==> src/hw/rtl/svr_pkg.sv <==
`default_nettype none

package svr_pkg;

   // Request kinds as they arrive on the request channel.
   typedef enum logic [1:0] {
      FUNC_MOVE = 2'd0,
      FUNC_TICK = 2'd1,
      FUNC_SET  = 2'd2
   } func_type;

   // Configuration register indexes.
   typedef enum logic [1:0] {
      CSR_STEP_DEGREES = 2'd0,
      CSR_MIN_PULSE    = 2'd1,
      CSR_MAX_PULSE    = 2'd2
   } csr_index_type;

   typedef enum logic [2:0] {
      ST_IDLE,
      ST_MOVE_RD,
      ST_SCAN,
      ST_SCAN_RD,
      ST_SWEEP,
      ST_SWEEP_RD,
      ST_MAP,
      ST_OUT
   } back_state_type;

   typedef struct packed {
      logic [7:0]  step_degrees;
      logic [14:0] min_pulse_us;
      logic [14:0] max_pulse_us;
   } cfg_type;

   // Classified request as held in the queue; angles are already clamped.
   typedef struct packed {
      func_type    func;
      logic [3:0]  channel;
      logic [7:0]  target;
      logic [7:0]  start;
   } cmd_type;

   typedef struct packed {
      logic [3:0]  out_channel;
      logic [11:0] off_count;
      logic [7:0]  angle_now;
      logic        last;
      logic        busy_res;
   } rsp_type;

   typedef struct packed {
      logic [7:0] angle;
      logic       still;
   } step_type;

   localparam logic [7:0]  ANGLE_MAX    = 8'd180;
   localparam logic [4:0]  MAX_RESULTS  = 5'd16;
   localparam int          QUEUE_DEPTH  = 4;
   localparam int          QPTR_W       = 2;
   localparam int          QCNT_W       = 3;

   // Reciprocals for the two constant divisions, both scaled by 2^24.
   localparam int          RECIP_SHIFT  = 24;
   localparam logic [18:0] RECIP_45     = 19'd372827;
   localparam logic [14:0] RECIP_625    = 15'd26843;
   localparam logic [5:0]  DIV_45       = 6'd45;
   localparam logic [9:0]  DIV_625      = 10'd625;
   localparam logic [15:0] PULSE_SAT    = 16'd20000;
   localparam logic [11:0] OFF_MAX      = 12'hFFF;

   localparam logic [7:0]  RST_STEP     = 8'd1;
   localparam logic [14:0] RST_MIN      = 15'd500;
   localparam logic [14:0] RST_MAX      = 15'd2500;

   function automatic logic [7:0] clamp_angle(input logic signed [15:0] a);
      logic [7:0] r;
      if (a < 16'sd0) begin
         r = 8'd0;
      end else if (a > $signed({8'd0, ANGLE_MAX})) begin
         r = ANGLE_MAX;
      end else begin
         r = a[7:0];
      end
      return r;
   endfunction

   // One step from pos towards goal, never past it. still is set when the
   // channel has not reached its goal after the step.
   function automatic step_type step_toward(input logic [7:0] pos,
                                            input logic [7:0] goal,
                                            input logic [7:0] s);
      step_type   r;
      logic [7:0] d;
      logic       up;
      up = goal > pos;
      d  = up ? 8'(goal - pos) : 8'(pos - goal);
      r.still = d > s;
      if (!r.still) begin
         r.angle = goal;
      end else if (up) begin
         r.angle = 8'(pos + s);
      end else begin
         r.angle = 8'(pos - s);
      end
      return r;
   endfunction

endpackage

`default_nettype wire

==> src/hw/rtl/svr_ram.sv <==
`default_nettype none

module svr_ram #(
   parameter int WIDTH = 16,
   parameter int DEPTH = 16
) (
   input  wire logic                                   clock,
   input  wire logic                                   we,
   input  wire logic [((DEPTH > 1) ? $clog2(DEPTH) : 1)-1:0] waddr,
   input  wire logic [WIDTH-1:0]                       wdata,
   input  wire logic [((DEPTH > 1) ? $clog2(DEPTH) : 1)-1:0] raddr,
   output      logic [WIDTH-1:0]                       rdata
);

   logic [WIDTH-1:0] mem_ff [DEPTH];
   logic [WIDTH-1:0] rdata_ff;

   always_ff @(posedge clock) begin
      if (we) begin
         mem_ff[waddr] <= wdata;
      end
      rdata_ff <= mem_ff[raddr];
   end

   assign rdata = rdata_ff;

endmodule

`default_nettype wire

==> src/hw/rtl/svr_front.sv <==
`default_nettype none

module svr_front #(
   parameter int CHANNELS = 16
) (
   input  wire logic [1:0]         req_func,
   input  wire logic [3:0]         req_channel,
   input  wire logic signed [15:0] req_target_angle,
   input  wire logic signed [15:0] req_start_angle,
   output      logic               keep,
   output      svr_pkg::cmd_type   cmd
);

   import svr_pkg::*;

   localparam logic [6:0] CH_LIMIT = 7'(CHANNELS);

   logic in_range;

   assign in_range = {3'd0, req_channel} < CH_LIMIT;

   // Ticks always go through; moves and direct sets only for a real channel.
   always_comb begin
      cmd.func    = func_type'(req_func);
      cmd.channel = req_channel;
      cmd.target  = clamp_angle(req_target_angle);
      cmd.start   = clamp_angle(req_start_angle);
      case (req_func)
         FUNC_TICK: keep = 1'b1;
         FUNC_MOVE: keep = in_range;
         FUNC_SET:  keep = in_range;
         default:   keep = 1'b0;
      endcase
   end

endmodule

`default_nettype wire

==> src/hw/rtl/svr_queue.sv <==
`default_nettype none

module svr_queue (
   input  wire logic             clock,
   input  wire logic             reset,
   input  wire logic             push,
   input  wire svr_pkg::cmd_type push_cmd,
   output      logic             full,
   input  wire logic             pop,
   output      logic             head_valid,
   output      svr_pkg::cmd_type head_cmd
);

   import svr_pkg::*;

   cmd_type            entry_ff [QUEUE_DEPTH];
   logic [QPTR_W-1:0]  wr_ptr_ff, wr_ptr_in;
   logic [QPTR_W-1:0]  rd_ptr_ff, rd_ptr_in;
   logic [QCNT_W-1:0]  count_ff,  count_in;
   logic               do_pop;

   assign full       = count_ff == QCNT_W'(QUEUE_DEPTH);
   assign head_valid = count_ff != '0;
   assign head_cmd   = entry_ff[rd_ptr_ff];
   assign do_pop     = pop && head_valid;

   always_comb begin
      wr_ptr_in = push   ? QPTR_W'(wr_ptr_ff + 1'b1) : wr_ptr_ff;
      rd_ptr_in = do_pop ? QPTR_W'(rd_ptr_ff + 1'b1) : rd_ptr_ff;
      case ({push, do_pop})
         2'b10:   count_in = QCNT_W'(count_ff + 1'b1);
         2'b01:   count_in = QCNT_W'(count_ff - 1'b1);
         default: count_in = count_ff;
      endcase
   end

   always_ff @(posedge clock) begin
      if (reset) begin
         wr_ptr_ff <= '0;
         rd_ptr_ff <= '0;
         count_ff  <= '0;
      end else begin
         wr_ptr_ff <= wr_ptr_in;
         rd_ptr_ff <= rd_ptr_in;
         count_ff  <= count_in;
      end
   end

   always_ff @(posedge clock) begin
      if (push) begin
         entry_ff[wr_ptr_ff] <= push_cmd;
      end
   end

endmodule

`default_nettype wire

==> src/hw/rtl/svr_pwm_map.sv <==
`default_nettype none

module svr_pwm_map (
   input  wire logic             clock,
   input  wire logic             reset,
   input  wire logic             start,
   input  wire logic [7:0]       angle,
   input  wire svr_pkg::cfg_type cfg,
   output      logic             done,
   output      logic [11:0]      off_count
);

   import svr_pkg::*;

   logic [4:0]         stage_v_ff;

   // Stage 1: angle times the magnitude of the pulse span.
   logic signed [15:0] span;
   logic [14:0]        span_mag;
   logic [22:0]        s1_prod_ff;
   logic               s1_neg_ff;

   // Stage 2: quotient estimate of prod / 180, taken as (prod / 4) / 45.
   logic [20:0]        s2_v;
   logic [39:0]        s2_mul;
   logic [20:0]        s2_v_ff;
   logic [14:0]        s2_q_ff;
   logic               s2_neg_ff;

   // Stage 3: correction, signed pulse, scaling by 4096 / 32.
   logic [20:0]        s3_rem;
   logic [14:0]        s3_q;
   logic signed [17:0] s3_pulse;
   logic [15:0]        s3_pulse_pos;
   logic [22:0]        s3_v_ff;
   logic               s3_sat_ff;

   // Stage 4: quotient estimate of v / 625.
   logic [37:0]        s4_mul;
   logic [22:0]        s4_v_ff;
   logic [13:0]        s4_q_ff;
   logic               s4_sat_ff;

   // Stage 5: correction and saturation.
   logic [22:0]        s5_rem;
   logic [13:0]        s5_q;
   logic [11:0]        off_ff;

   assign span     = $signed({1'b0, cfg.max_pulse_us}) - $signed({1'b0, cfg.min_pulse_us});
   assign span_mag = span[15] ? 15'(-span) : span[14:0];

   assign s2_v   = s1_prod_ff[22:2];
   assign s2_mul = 40'(s2_v) * 40'(RECIP_45);

   assign s3_rem = s2_v_ff - 21'(s2_q_ff * DIV_45);
   assign s3_q   = (s3_rem >= 21'(DIV_45)) ? 15'(s2_q_ff + 1'b1) : s2_q_ff;
   assign s3_pulse = $signed({3'd0, cfg.min_pulse_us})
                   + (s2_neg_ff ? -$signed({3'd0, s3_q}) : $signed({3'd0, s3_q}));
   assign s3_pulse_pos = s3_pulse[17] ? 16'd0 : s3_pulse[15:0];

   assign s4_mul = 38'(s3_v_ff) * 38'(RECIP_625);

   assign s5_rem = s4_v_ff - 23'(s4_q_ff * DIV_625);
   assign s5_q   = (s5_rem >= 23'(DIV_625)) ? 14'(s4_q_ff + 1'b1) : s4_q_ff;

   always_ff @(posedge clock) begin
      if (reset) begin
         stage_v_ff <= '0;
      end else begin
         stage_v_ff <= {stage_v_ff[3:0], start};
      end
   end

   always_ff @(posedge clock) begin
      s1_prod_ff <= 23'(angle * span_mag);
      s1_neg_ff  <= span[15];
      s2_v_ff    <= s2_v;
      s2_q_ff    <= s2_mul[RECIP_SHIFT+14:RECIP_SHIFT];
      s2_neg_ff  <= s1_neg_ff;
      s3_v_ff    <= {s3_pulse_pos, 7'd0};
      s3_sat_ff  <= s3_pulse_pos >= PULSE_SAT;
      s4_v_ff    <= s3_v_ff;
      s4_q_ff    <= s4_mul[RECIP_SHIFT+13:RECIP_SHIFT];
      s4_sat_ff  <= s3_sat_ff;
      off_ff     <= s4_sat_ff ? OFF_MAX : s5_q[11:0];
   end

   assign done      = stage_v_ff[4];
   assign off_count = off_ff;

endmodule

`default_nettype wire

==> src/hw/rtl/svr_back.sv <==
`default_nettype none

module svr_back #(
   parameter int CHANNELS = 16
) (
   input  wire logic             clock,
   input  wire logic             reset,
   input  wire svr_pkg::cfg_type cfg,
   input  wire logic             head_valid,
   input  wire svr_pkg::cmd_type head_cmd,
   output      logic             pop,
   output      logic             rsp_valid,
   input  wire logic             rsp_ready,
   output      svr_pkg::rsp_type rsp
);

   import svr_pkg::*;

   localparam int            CH_W   = (CHANNELS > 1) ? $clog2(CHANNELS) : 1;
   localparam logic [CH_W:0] CH_END = (CH_W + 1)'(CHANNELS);

   back_state_type      state_ff, state_in;
   cmd_type             cmd_ff, cmd_in;
   logic [CH_W:0]       idx_ff, idx_in;
   logic [4:0]          cnt_ff, cnt_in;
   logic [4:0]          em_ff, em_in;
   logic                busy_acc_ff, busy_acc_in;
   logic [CHANNELS-1:0] known_ff, known_in;
   logic [CHANNELS-1:0] ramp_ff, ramp_in;
   logic [3:0]          out_ch_ff, out_ch_in;
   logic [7:0]          angle_ff, angle_in;
   logic                last_ff, last_in;
   logic                busy_ff, busy_in;
   logic [11:0]         off_ff, off_in;
   logic                rsp_valid_ff, rsp_valid_in;
   logic                go_ff, go_in;

   logic                ram_we;
   logic [CH_W-1:0]     ram_waddr;
   logic [15:0]         ram_wdata;
   logic [CH_W-1:0]     ram_raddr;
   logic [15:0]         ram_rdata;
   logic [7:0]          rd_pos;
   logic [7:0]          rd_goal;

   logic [CH_W-1:0]     head_ch;
   logic [CH_W-1:0]     cmd_ch;
   logic [CH_W-1:0]     idx_ch;
   logic [7:0]          step_eff;
   logic [7:0]          start_pos;
   step_type            stp;

   logic                map_done;
   logic [11:0]         map_off;

   // Position in the upper byte, goal in the lower byte.
   svr_ram #(
      .WIDTH (16),
      .DEPTH (CHANNELS)
   ) u_pos_goal (
      .clock (clock),
      .we    (ram_we),
      .waddr (ram_waddr),
      .wdata (ram_wdata),
      .raddr (ram_raddr),
      .rdata (ram_rdata)
   );

   svr_pwm_map u_map (
      .clock     (clock),
      .reset     (reset),
      .start     (go_ff),
      .angle     (angle_ff),
      .cfg       (cfg),
      .done      (map_done),
      .off_count (map_off)
   );

   assign rd_pos   = ram_rdata[15:8];
   assign rd_goal  = ram_rdata[7:0];
   assign head_ch  = CH_W'(head_cmd.channel);
   assign cmd_ch   = CH_W'(cmd_ff.channel);
   assign idx_ch   = idx_ff[CH_W-1:0];
   assign step_eff = (cfg.step_degrees == 8'd0) ? 8'd1 : cfg.step_degrees;

   always_comb begin
      state_in     = state_ff;
      cmd_in       = cmd_ff;
      idx_in       = idx_ff;
      cnt_in       = cnt_ff;
      em_in        = em_ff;
      busy_acc_in  = busy_acc_ff;
      known_in     = known_ff;
      ramp_in      = ramp_ff;
      out_ch_in    = out_ch_ff;
      angle_in     = angle_ff;
      last_in      = last_ff;
      busy_in      = busy_ff;
      off_in       = off_ff;
      rsp_valid_in = rsp_valid_ff;
      go_in        = 1'b0;
      pop          = 1'b0;
      ram_we       = 1'b0;
      ram_waddr    = cmd_ch;
      ram_wdata    = {rd_pos, rd_goal};
      ram_raddr    = idx_ch;
      start_pos    = known_ff[cmd_ch] ? rd_pos : cmd_ff.start;
      stp          = step_toward(rd_pos, rd_goal, step_eff);

      case (state_ff)
         ST_IDLE: begin
            ram_raddr = head_ch;
            if (head_valid) begin
               pop         = 1'b1;
               cmd_in      = head_cmd;
               idx_in      = '0;
               cnt_in      = '0;
               em_in       = '0;
               busy_acc_in = 1'b0;
               case (head_cmd.func)
                  FUNC_MOVE: begin
                     state_in = ST_MOVE_RD;
                  end
                  FUNC_SET: begin
                     ram_we            = 1'b1;
                     ram_waddr         = head_ch;
                     ram_wdata         = {head_cmd.target, head_cmd.target};
                     known_in[head_ch] = 1'b1;
                     ramp_in[head_ch]  = 1'b0;
                     busy_in           = |ramp_in;
                     out_ch_in         = head_cmd.channel;
                     angle_in          = head_cmd.target;
                     last_in           = 1'b1;
                     go_in             = 1'b1;
                     state_in          = ST_MAP;
                  end
                  FUNC_TICK: begin
                     state_in = ST_SCAN;
                  end
                  default: begin
                     state_in = ST_IDLE;
                  end
               endcase
            end
         end

         ST_MOVE_RD: begin
            stp              = step_toward(start_pos, cmd_ff.target, step_eff);
            ram_we           = 1'b1;
            ram_waddr        = cmd_ch;
            ram_wdata        = {stp.angle, cmd_ff.target};
            known_in[cmd_ch] = 1'b1;
            ramp_in[cmd_ch]  = stp.still;
            busy_in          = |ramp_in;
            out_ch_in        = cmd_ff.channel;
            angle_in         = stp.angle;
            last_in          = 1'b1;
            go_in            = 1'b1;
            state_in         = ST_MAP;
         end

         // First pass of a tick: count the channels that will move and work
         // out whether any channel is still ramping once they have.
         ST_SCAN: begin
            if (idx_ff == CH_END) begin
               idx_in   = '0;
               state_in = (cnt_ff == '0) ? ST_IDLE : ST_SWEEP;
            end else if (ramp_ff[idx_ch]) begin
               if (cnt_ff < MAX_RESULTS) begin
                  state_in = ST_SCAN_RD;
               end else begin
                  busy_acc_in = 1'b1;
                  idx_in      = (CH_W + 1)'(idx_ff + 1'b1);
               end
            end else begin
               idx_in = (CH_W + 1)'(idx_ff + 1'b1);
            end
         end

         ST_SCAN_RD: begin
            busy_acc_in = busy_acc_ff | stp.still;
            cnt_in      = 5'(cnt_ff + 1'b1);
            idx_in      = (CH_W + 1)'(idx_ff + 1'b1);
            state_in    = ST_SCAN;
         end

         // Second pass: step the same channels and report each one.
         ST_SWEEP: begin
            if (idx_ff == CH_END) begin
               state_in = ST_IDLE;
            end else if (ramp_ff[idx_ch]) begin
               state_in = ST_SWEEP_RD;
            end else begin
               idx_in = (CH_W + 1)'(idx_ff + 1'b1);
            end
         end

         ST_SWEEP_RD: begin
            ram_we           = 1'b1;
            ram_waddr        = idx_ch;
            ram_wdata        = {stp.angle, rd_goal};
            ramp_in[idx_ch]  = stp.still;
            out_ch_in        = 4'(idx_ff);
            angle_in         = stp.angle;
            last_in          = 5'(em_ff + 1'b1) == cnt_ff;
            busy_in          = busy_acc_ff;
            em_in            = 5'(em_ff + 1'b1);
            go_in            = 1'b1;
            state_in         = ST_MAP;
         end

         ST_MAP: begin
            if (map_done) begin
               off_in       = map_off;
               rsp_valid_in = 1'b1;
               state_in     = ST_OUT;
            end
         end

         ST_OUT: begin
            if (rsp_ready) begin
               rsp_valid_in = 1'b0;
               if (last_ff) begin
                  state_in = ST_IDLE;
               end else begin
                  idx_in   = (CH_W + 1)'(idx_ff + 1'b1);
                  state_in = ST_SWEEP;
               end
            end
         end

         default: begin
            state_in = ST_IDLE;
         end
      endcase
   end

   always_ff @(posedge clock) begin
      if (reset) begin
         state_ff     <= ST_IDLE;
         known_ff     <= '0;
         ramp_ff      <= '0;
         rsp_valid_ff <= 1'b0;
         go_ff        <= 1'b0;
      end else begin
         state_ff     <= state_in;
         known_ff     <= known_in;
         ramp_ff      <= ramp_in;
         rsp_valid_ff <= rsp_valid_in;
         go_ff        <= go_in;
      end
   end

   always_ff @(posedge clock) begin
      cmd_ff      <= cmd_in;
      idx_ff      <= idx_in;
      cnt_ff      <= cnt_in;
      em_ff       <= em_in;
      busy_acc_ff <= busy_acc_in;
      out_ch_ff   <= out_ch_in;
      angle_ff    <= angle_in;
      last_ff     <= last_in;
      busy_ff     <= busy_in;
      off_ff      <= off_in;
   end

   assign rsp_valid       = rsp_valid_ff;
   assign rsp.out_channel = out_ch_ff;
   assign rsp.off_count   = off_ff;
   assign rsp.angle_now   = angle_ff;
   assign rsp.last        = last_ff;
   assign rsp.busy_res    = busy_ff;

endmodule

`default_nettype wire

==> src/hw/rtl/servo_angle_ramp_generator_unit.sv <==
// A move or a direct set gives one response, its pulse mapped to a count by the five-stage
// pulse-to-count pipeline. The back end finishes one request before it pops the next; a tick
// scans every channel first, then steps and reports each ramping channel in turn. Up to four
// requests wait in the queue. Reset (synchronous, active high) clears the queue and flags, and
// sets a 1 degree step and 500 us to 2500 us.
`default_nettype none

module servo_angle_ramp_generator_unit #(
   parameter int CHANNELS = 16
) (
   input  wire logic               clock,
   input  wire logic               reset,

   input  wire logic               req_valid,
   output      logic               req_ready,
   input  wire logic [1:0]         req_func,
   input  wire logic [3:0]         req_channel,
   input  wire logic signed [15:0] req_target_angle,
   input  wire logic signed [15:0] req_start_angle,

   output      logic               rsp_valid,
   input  wire logic               rsp_ready,
   output      logic [3:0]         rsp_out_channel,
   output      logic [11:0]        rsp_off_count,
   output      logic [7:0]         rsp_angle_now,
   output      logic               rsp_last,
   output      logic               rsp_busy_res,

   input  wire logic               csr_write_enable,
   input  wire logic [1:0]         csr_index,
   input  wire logic [14:0]        csr_wdata
);

   import svr_pkg::*;

   cfg_type cfg_ff, cfg_in;

   logic    keep;
   cmd_type front_cmd;
   logic    queue_full;
   logic    queue_push;
   logic    head_valid;
   cmd_type head_cmd;
   logic    pop;
   rsp_type rsp;

   // Configuration registers. The user must write them only while the block is idle;
   // the block does not enforce this. The back end reads them directly during an operation.
   always_comb begin
      cfg_in = cfg_ff;
      if (csr_write_enable) begin
         case (csr_index_type'(csr_index))
            CSR_STEP_DEGREES: cfg_in.step_degrees = csr_wdata[7:0];
            CSR_MIN_PULSE:    cfg_in.min_pulse_us = csr_wdata;
            CSR_MAX_PULSE:    cfg_in.max_pulse_us = csr_wdata;
            default:          cfg_in = cfg_ff;
         endcase
      end
   end

   always_ff @(posedge clock) begin
      if (reset) begin
         cfg_ff.step_degrees <= RST_STEP;
         cfg_ff.min_pulse_us <= RST_MIN;
         cfg_ff.max_pulse_us <= RST_MAX;
      end else begin
         cfg_ff <= cfg_in;
      end
   end

   // Front end: clamps the angles and drops requests that do nothing (the unused
   // function code, or a channel that does not exist). A dropped request is still
   // taken from the channel, it simply never enters the queue.
   svr_front #(
      .CHANNELS (CHANNELS)
   ) u_front (
      .req_func         (req_func),
      .req_channel      (req_channel),
      .req_target_angle (req_target_angle),
      .req_start_angle  (req_start_angle),
      .keep             (keep),
      .cmd              (front_cmd)
   );

   assign req_ready  = !queue_full;
   assign queue_push = req_valid && req_ready && keep;

   svr_queue u_queue (
      .clock      (clock),
      .reset      (reset),
      .push       (queue_push),
      .push_cmd   (front_cmd),
      .full       (queue_full),
      .pop        (pop),
      .head_valid (head_valid),
      .head_cmd   (head_cmd)
   );

   // Back end: owns the position and goal memory and the per-channel flags,
   // sequences one request at a time and holds each response in its output
   // register until it is taken.
   svr_back #(
      .CHANNELS (CHANNELS)
   ) u_back (
      .clock      (clock),
      .reset      (reset),
      .cfg        (cfg_ff),
      .head_valid (head_valid),
      .head_cmd   (head_cmd),
      .pop        (pop),
      .rsp_valid  (rsp_valid),
      .rsp_ready  (rsp_ready),
      .rsp        (rsp)
   );

   assign rsp_out_channel = rsp.out_channel;
   assign rsp_off_count   = rsp.off_count;
   assign rsp_angle_now   = rsp.angle_now;
   assign rsp_last        = rsp.last;
   assign rsp_busy_res    = rsp.busy_res;

   // Every response of one tick reports the same busy state.
   assert property (@(posedge clock) disable iff (reset)
      (rsp_valid && rsp_ready && !rsp_last) |=> $stable(rsp_busy_res))
      else $error("busy flag changed within one tick");

   // A committed angle is always within the servo range.
   assert property (@(posedge clock) disable iff (reset)
      rsp_valid |-> (rsp_angle_now <= ANGLE_MAX))
      else $error("committed angle out of range");

   // After reset no response is pending and the queue takes requests.
   assert property (@(posedge clock)
      reset |=> (!rsp_valid && req_ready))
      else $error("block not empty after reset");

endmodule

`default_nettype wire
==> config.mk <==
export PLATFORM = sky130hd
export DESIGN_NAME = servo_angle_ramp_generator_unit
export DESIGN_NICKNAME = d
export VERILOG_FILES = /design/src/hw/rtl/svr_pkg.sv /design/src/hw/rtl/svr_ram.sv /design/src/hw/rtl/svr_front.sv /design/src/hw/rtl/svr_queue.sv /design/src/hw/rtl/svr_pwm_map.sv /design/src/hw/rtl/svr_back.sv /design/src/hw/rtl/servo_angle_ramp_generator_unit.sv
export SDC_FILE = /design/constraint.sdc
export NUM_CORES = 2
export LEC_CHECK = 0
export BUFFER_PORTS_ARGS = -buffer_cell sky130_fd_sc_hd__clkbuf_2
export CORE_UTILIZATION = 45
export DETAILED_ROUTE_END_ITERATION = 10
export SYNTH_ARGS = -nofsm -noshare
export SYNTH_HDL_FRONTEND = slang
export SYNTH_SLANG_ARGS = --single-unit
==> constraint.sdc <==
create_clock -name clock -period 9.63 [get_ports clock]
set_clock_uncertainty 0.2 [all_clocks]
set_input_delay 1.926 -clock clock [delete_from_list [all_inputs] [get_ports clock]]
set_output_delay 1.926 -clock clock [all_outputs]
set_load 0.1 [all_outputs]
==> flow_metrics.py <==
metrics = {
    "status": {
        "status": "finished, violations left",
        "violations": "DRC",
    },
    "synthesis": {
        "synth_top_family_by_area": "adder cells",
        "async_flop_share_pct": 0,
        "avgSynthCellArea_um2": 10.4,
        "synth-compound-area-share_pct": 11.0,
        "synth_xor_area_share_pct": 3.50,
        "synth_edf_count": 406,
        "syn-cell-area_um2": 48100,
        "synth_warnings": 0,
        "synth_fp_nets": 5603,
        "synth-adder-area-share_pct": 29.9,
        "synth_cells": 4624,
        "synth.distinct_cells": 97,
        "synthSimpleGateAreaFrac_pct": 10.9,
        "muxShareOfSynthArea_pct": 3.14,
        "ys.flop_type": "edfxtp_1",
        "ys_seq_area_share_pct": 34.6,
        "ys_ff_latch": 630,
    },
    "sta": {
        "final-hold-violation-count": 0,
        "tns_ns": 0,
        "setup_viol": 0,
        "post-route-min-period_ns": 8.99,
        "fmax_mhz": 111,
        "relSlewSlack_pct": 29.5,
        "fin_crit_sh_pct": 93.3,
        "tightest_slew_ns": 1.06,
        "rsz0062_at_grt": "no",
        "finalMaxSlewViolations": 0,
    },
    "drt": {
        "wl_per_cell_um": 19.0,
        "initialDrtViolationCount": 2105,
        "wl_um": 117000,
        "drc": 12,
        "vias_per_cell": 5.37,
        "first_pass_iters": 9,
        "vias": 33000,
        "ant_nets": 0,
    },
    "final_layout": {
        "drive_gt1_share_pct": 7.53,
        "nets": 5677,
        "fillers": 9694,
        "area_growth_pct": 9.56,
    },
    "cts": {
        "cts_sinks": 630,
        "cts_tree": "done",
        "root_buffer": "clkbuf_16",
        "clk_pin_slew_ns": 0.06,
        "clk_path_buf_depth": 3,
        "htreeDepth": 3,
        "numCtsBuffers": 72,
        "clk_latency_ns": 0.67,
    },
    "worst_setup_path": {
        "rr_endpoint": "u_back.u_map.s3_v_ff[12]",
        "cpPeakStageDelay_ns": 0.53,
        "path_delay_family": "compound AO/OA/AOI/OAI gates",
        "crit_end": "u_back.u_map.s3_v_ff[12]",
        "crit_start": "u_back.u_map.s2_q_ff[9]",
        "worstPathArrival_ns": 9.31,
        "worstPathBufferInverterCount": 4,
        "cp_slowest_cell": "dfxtp_1",
        "r2r.worst_path.cells": 34,
        "path_common_cell": "ha_1",
        "startpoint_type": "flop",
        "timing.rr.start": "u_back.u_map.s2_q_ff[9]",
        "path_class": "reg -> reg",
        "cp_num_cells": 34,
        "crit_fanout": 10,
        "r2r_slack_ns": 0.64,
        "required_ns": 9.95,
        "cp-end-kind": "flop",
    },
    "global_routing": {
        "antenna_found_initial": 11,
        "grt_max_degree": 81,
        "grt-ovfl-total": 0,
        "grt_pass1_wl_um": 186000,
        "grt_usage_pct": 21.9,
        "grt_pass1_vias": 33200,
    },
    "placed_design": {
        "dp_hpwl_um": 86900,
        "gp_congestion": 0.901,
        "portBuffers": 87,
    },
    "floorplan": {
        "rows": 119,
        "io_pins": 88,
        "initial_core_util_pct": 45.5,
        "core_um2": 106000,
        "dieArea_um2": 108000,
        "die_w_um": 329,
        "fp.dieH_um": 329,
    },
    "job": {
        "cap_viol_max_count": 0,
    },
    "hold_path": {
        "hp-class": "reg -> reg",
    },
}
==> cells in the mapped netlist, drive strengths merged, types with 22 or more instances <==
cell type  count  share of area, %
mux2i         69               1.4
edfxtp       406                25
and3          22              0.29
nand2        390               3.0
a211oi       101               1.6
o21ai        104               1.1
nor2         257               2.0
xor2          69               1.3
inv          746               5.8
ha           536                14
o21a          36              0.56
xnor2        120               2.2
a21o          54              0.84
nor3          65              0.68
o22ai         31              0.42
nand2b        31              0.40
dfxtp        224               9.3
a21oi        196               2.1
fa           383                16
clkbuf       131               1.0
a311oi        42              0.76
a31oi         51              0.66
and2         134               1.7
nand3         61              0.63
nor2b         59              0.77
mux4          32               1.5
==> worst register-to-register path, delay by kind of cell (launching register included) <==
family	cells	cell delay, ns
XOR/XNOR	1	0.27
multiplexers	1	0.27
flip-flops	1	0.53
AO/OA/AOI/OAI	14	3.17
adder cells (fa/ha/maj)	7	2.75
AND/OR/NAND/NOR	7	1.20
buffers and inverters	4	0.48
==> registers in the layout (all words and copies together), names as in the netlist, 5 cells and up, named ones only <==
signal / count
cfg_ff: 38
u_back.angle_ff: 8
u_back.cmd_ff: 16
u_back.cnt_ff: 5
u_back.em_ff: 5
u_back.idx_ff: 5
u_back.known_ff: 16
u_back.off_ff: 12
u_back.ramp_ff: 16
u_back.u_map.off_count: 12
u_back.u_map.s1_prod_ff: 21
u_back.u_map.s2_q_ff: 15
u_back.u_map.s2_v_ff: 21
u_back.u_map.s3_v_ff: 16
u_back.u_map.s4_q_ff: 14
u_back.u_map.s4_v_ff: 16
u_back.u_map.stage_v_ff: 5
u_back.u_pos_goal.mem_ff: 256
u_back.u_pos_goal.rdata: 16
u_queue.entry_ff: 88
==> worst min-delay path by stage <==
stage	startpoint	to	slack (ns)	cells after the start
2_1_floorplan	u_back.u_map.s1_neg_ff	u_back.u_map.s2_neg_ff	0.11	0
3_3_place_gp	u_back.u_map.s1_neg_ff	u_back.u_map.s2_neg_ff	0.12	0
3_5_place_dp	u_back.u_map.s1_neg_ff	u_back.u_map.s2_neg_ff	0.12	0
4_1_cts	u_back.u_map.s1_neg_ff	u_back.u_map.s2_neg_ff	0.14	0
5_1_grt	u_back.u_map.s3_sat_ff	u_back.u_map.s4_sat_ff	0.14	0
6_report	u_back.u_map.s1_neg_ff	u_back.u_map.s2_neg_ff	0.14	0
==> metrics by stage <==
stage / hold WS (ns) / instances / area (µm²) / util (%) / setup slack (ns)
6_report: 0.135 / 6152 / 52700 / 49.9 / 0.642
4_1_cts: 0.136 / 6141 / 52700 / 49.8 / 0.304
5_1_grt: 0.139 / 6150 / 52700 / 49.9 / 0.102
3_3_place_gp: 0.118 / 6009 / 50300 / 47.6 / 0.445
3_5_place_dp: 0.122 / 6009 / 50300 / 47.6 / 0.361
2_1_floorplan: 0.110 / 4624 / 48100 / - / 1.41
==> cell type report <==
type | count | area, µm² | area share, %
antenna | 5 | 12.5 | 0.0237
clock buffer | 93 | 1950 | 3.70
clock inverter | 39 | 454 | 0.861
inverter | 746 | 2800 | 5.31
multi-input combinational | 3102 | 28200 | 53.5
sequential | 630 | 16700 | 31.6
tap | 1391 | 1740 | 3.30
timing repair buffer | 146 | 878 | 1.67
==> layout by cell type (no fill, tap or decap), drive strengths merged, types with 120 or more instances in the layout <==
cell / Yosys / final
inv: 746 / 756
xnor2: 120 / 120
fa: 383 / 383
edfxtp: 406 / 406
clkbuf: 131 / 180
dfxtp: 224 / 224
and2: 134 / 134
a21oi: 196 / 196
ha: 536 / 536
nor2: 257 / 257
nand2: 390 / 390
==> cells by family after synthesis <==
family,Yosys count
and+or+nand+nor,1104
adders and majority gates,919
buffers and inverters,892
AOI/OAI and AO/OA,779
DFF,630
xor gates and xnor gates,190
muxes,110
==> layer usage <==
| metal | vias up | wire, µm | global-route usage [%] | part of all wire (%) |
|---|---|---|---|---|
| met4 | 6 | 2760 | 6.19 | 2.4 |
| met5 | - | 33 | 0 | 0.028 |
| met1 | 16300 | 53000 | 29.7 | 45 |
| met2 | 688 | 55200 | 36.3 | 47 |
| li1 | 15900 | - | - | - |
| met3 | 158 | 5900 | 3.50 | 5.0 |
==> timing repair <==
action                     4_1_cts  5_1_grt
setup endpoints to repair        0       16
resized for setup                0        1
hold buffers                     0        0
buffers inserted                 0        6
Power is left out: the tool's default activity adds up to more than one toggle a clock period on the data nets, which glitch-free logic cannot reach.
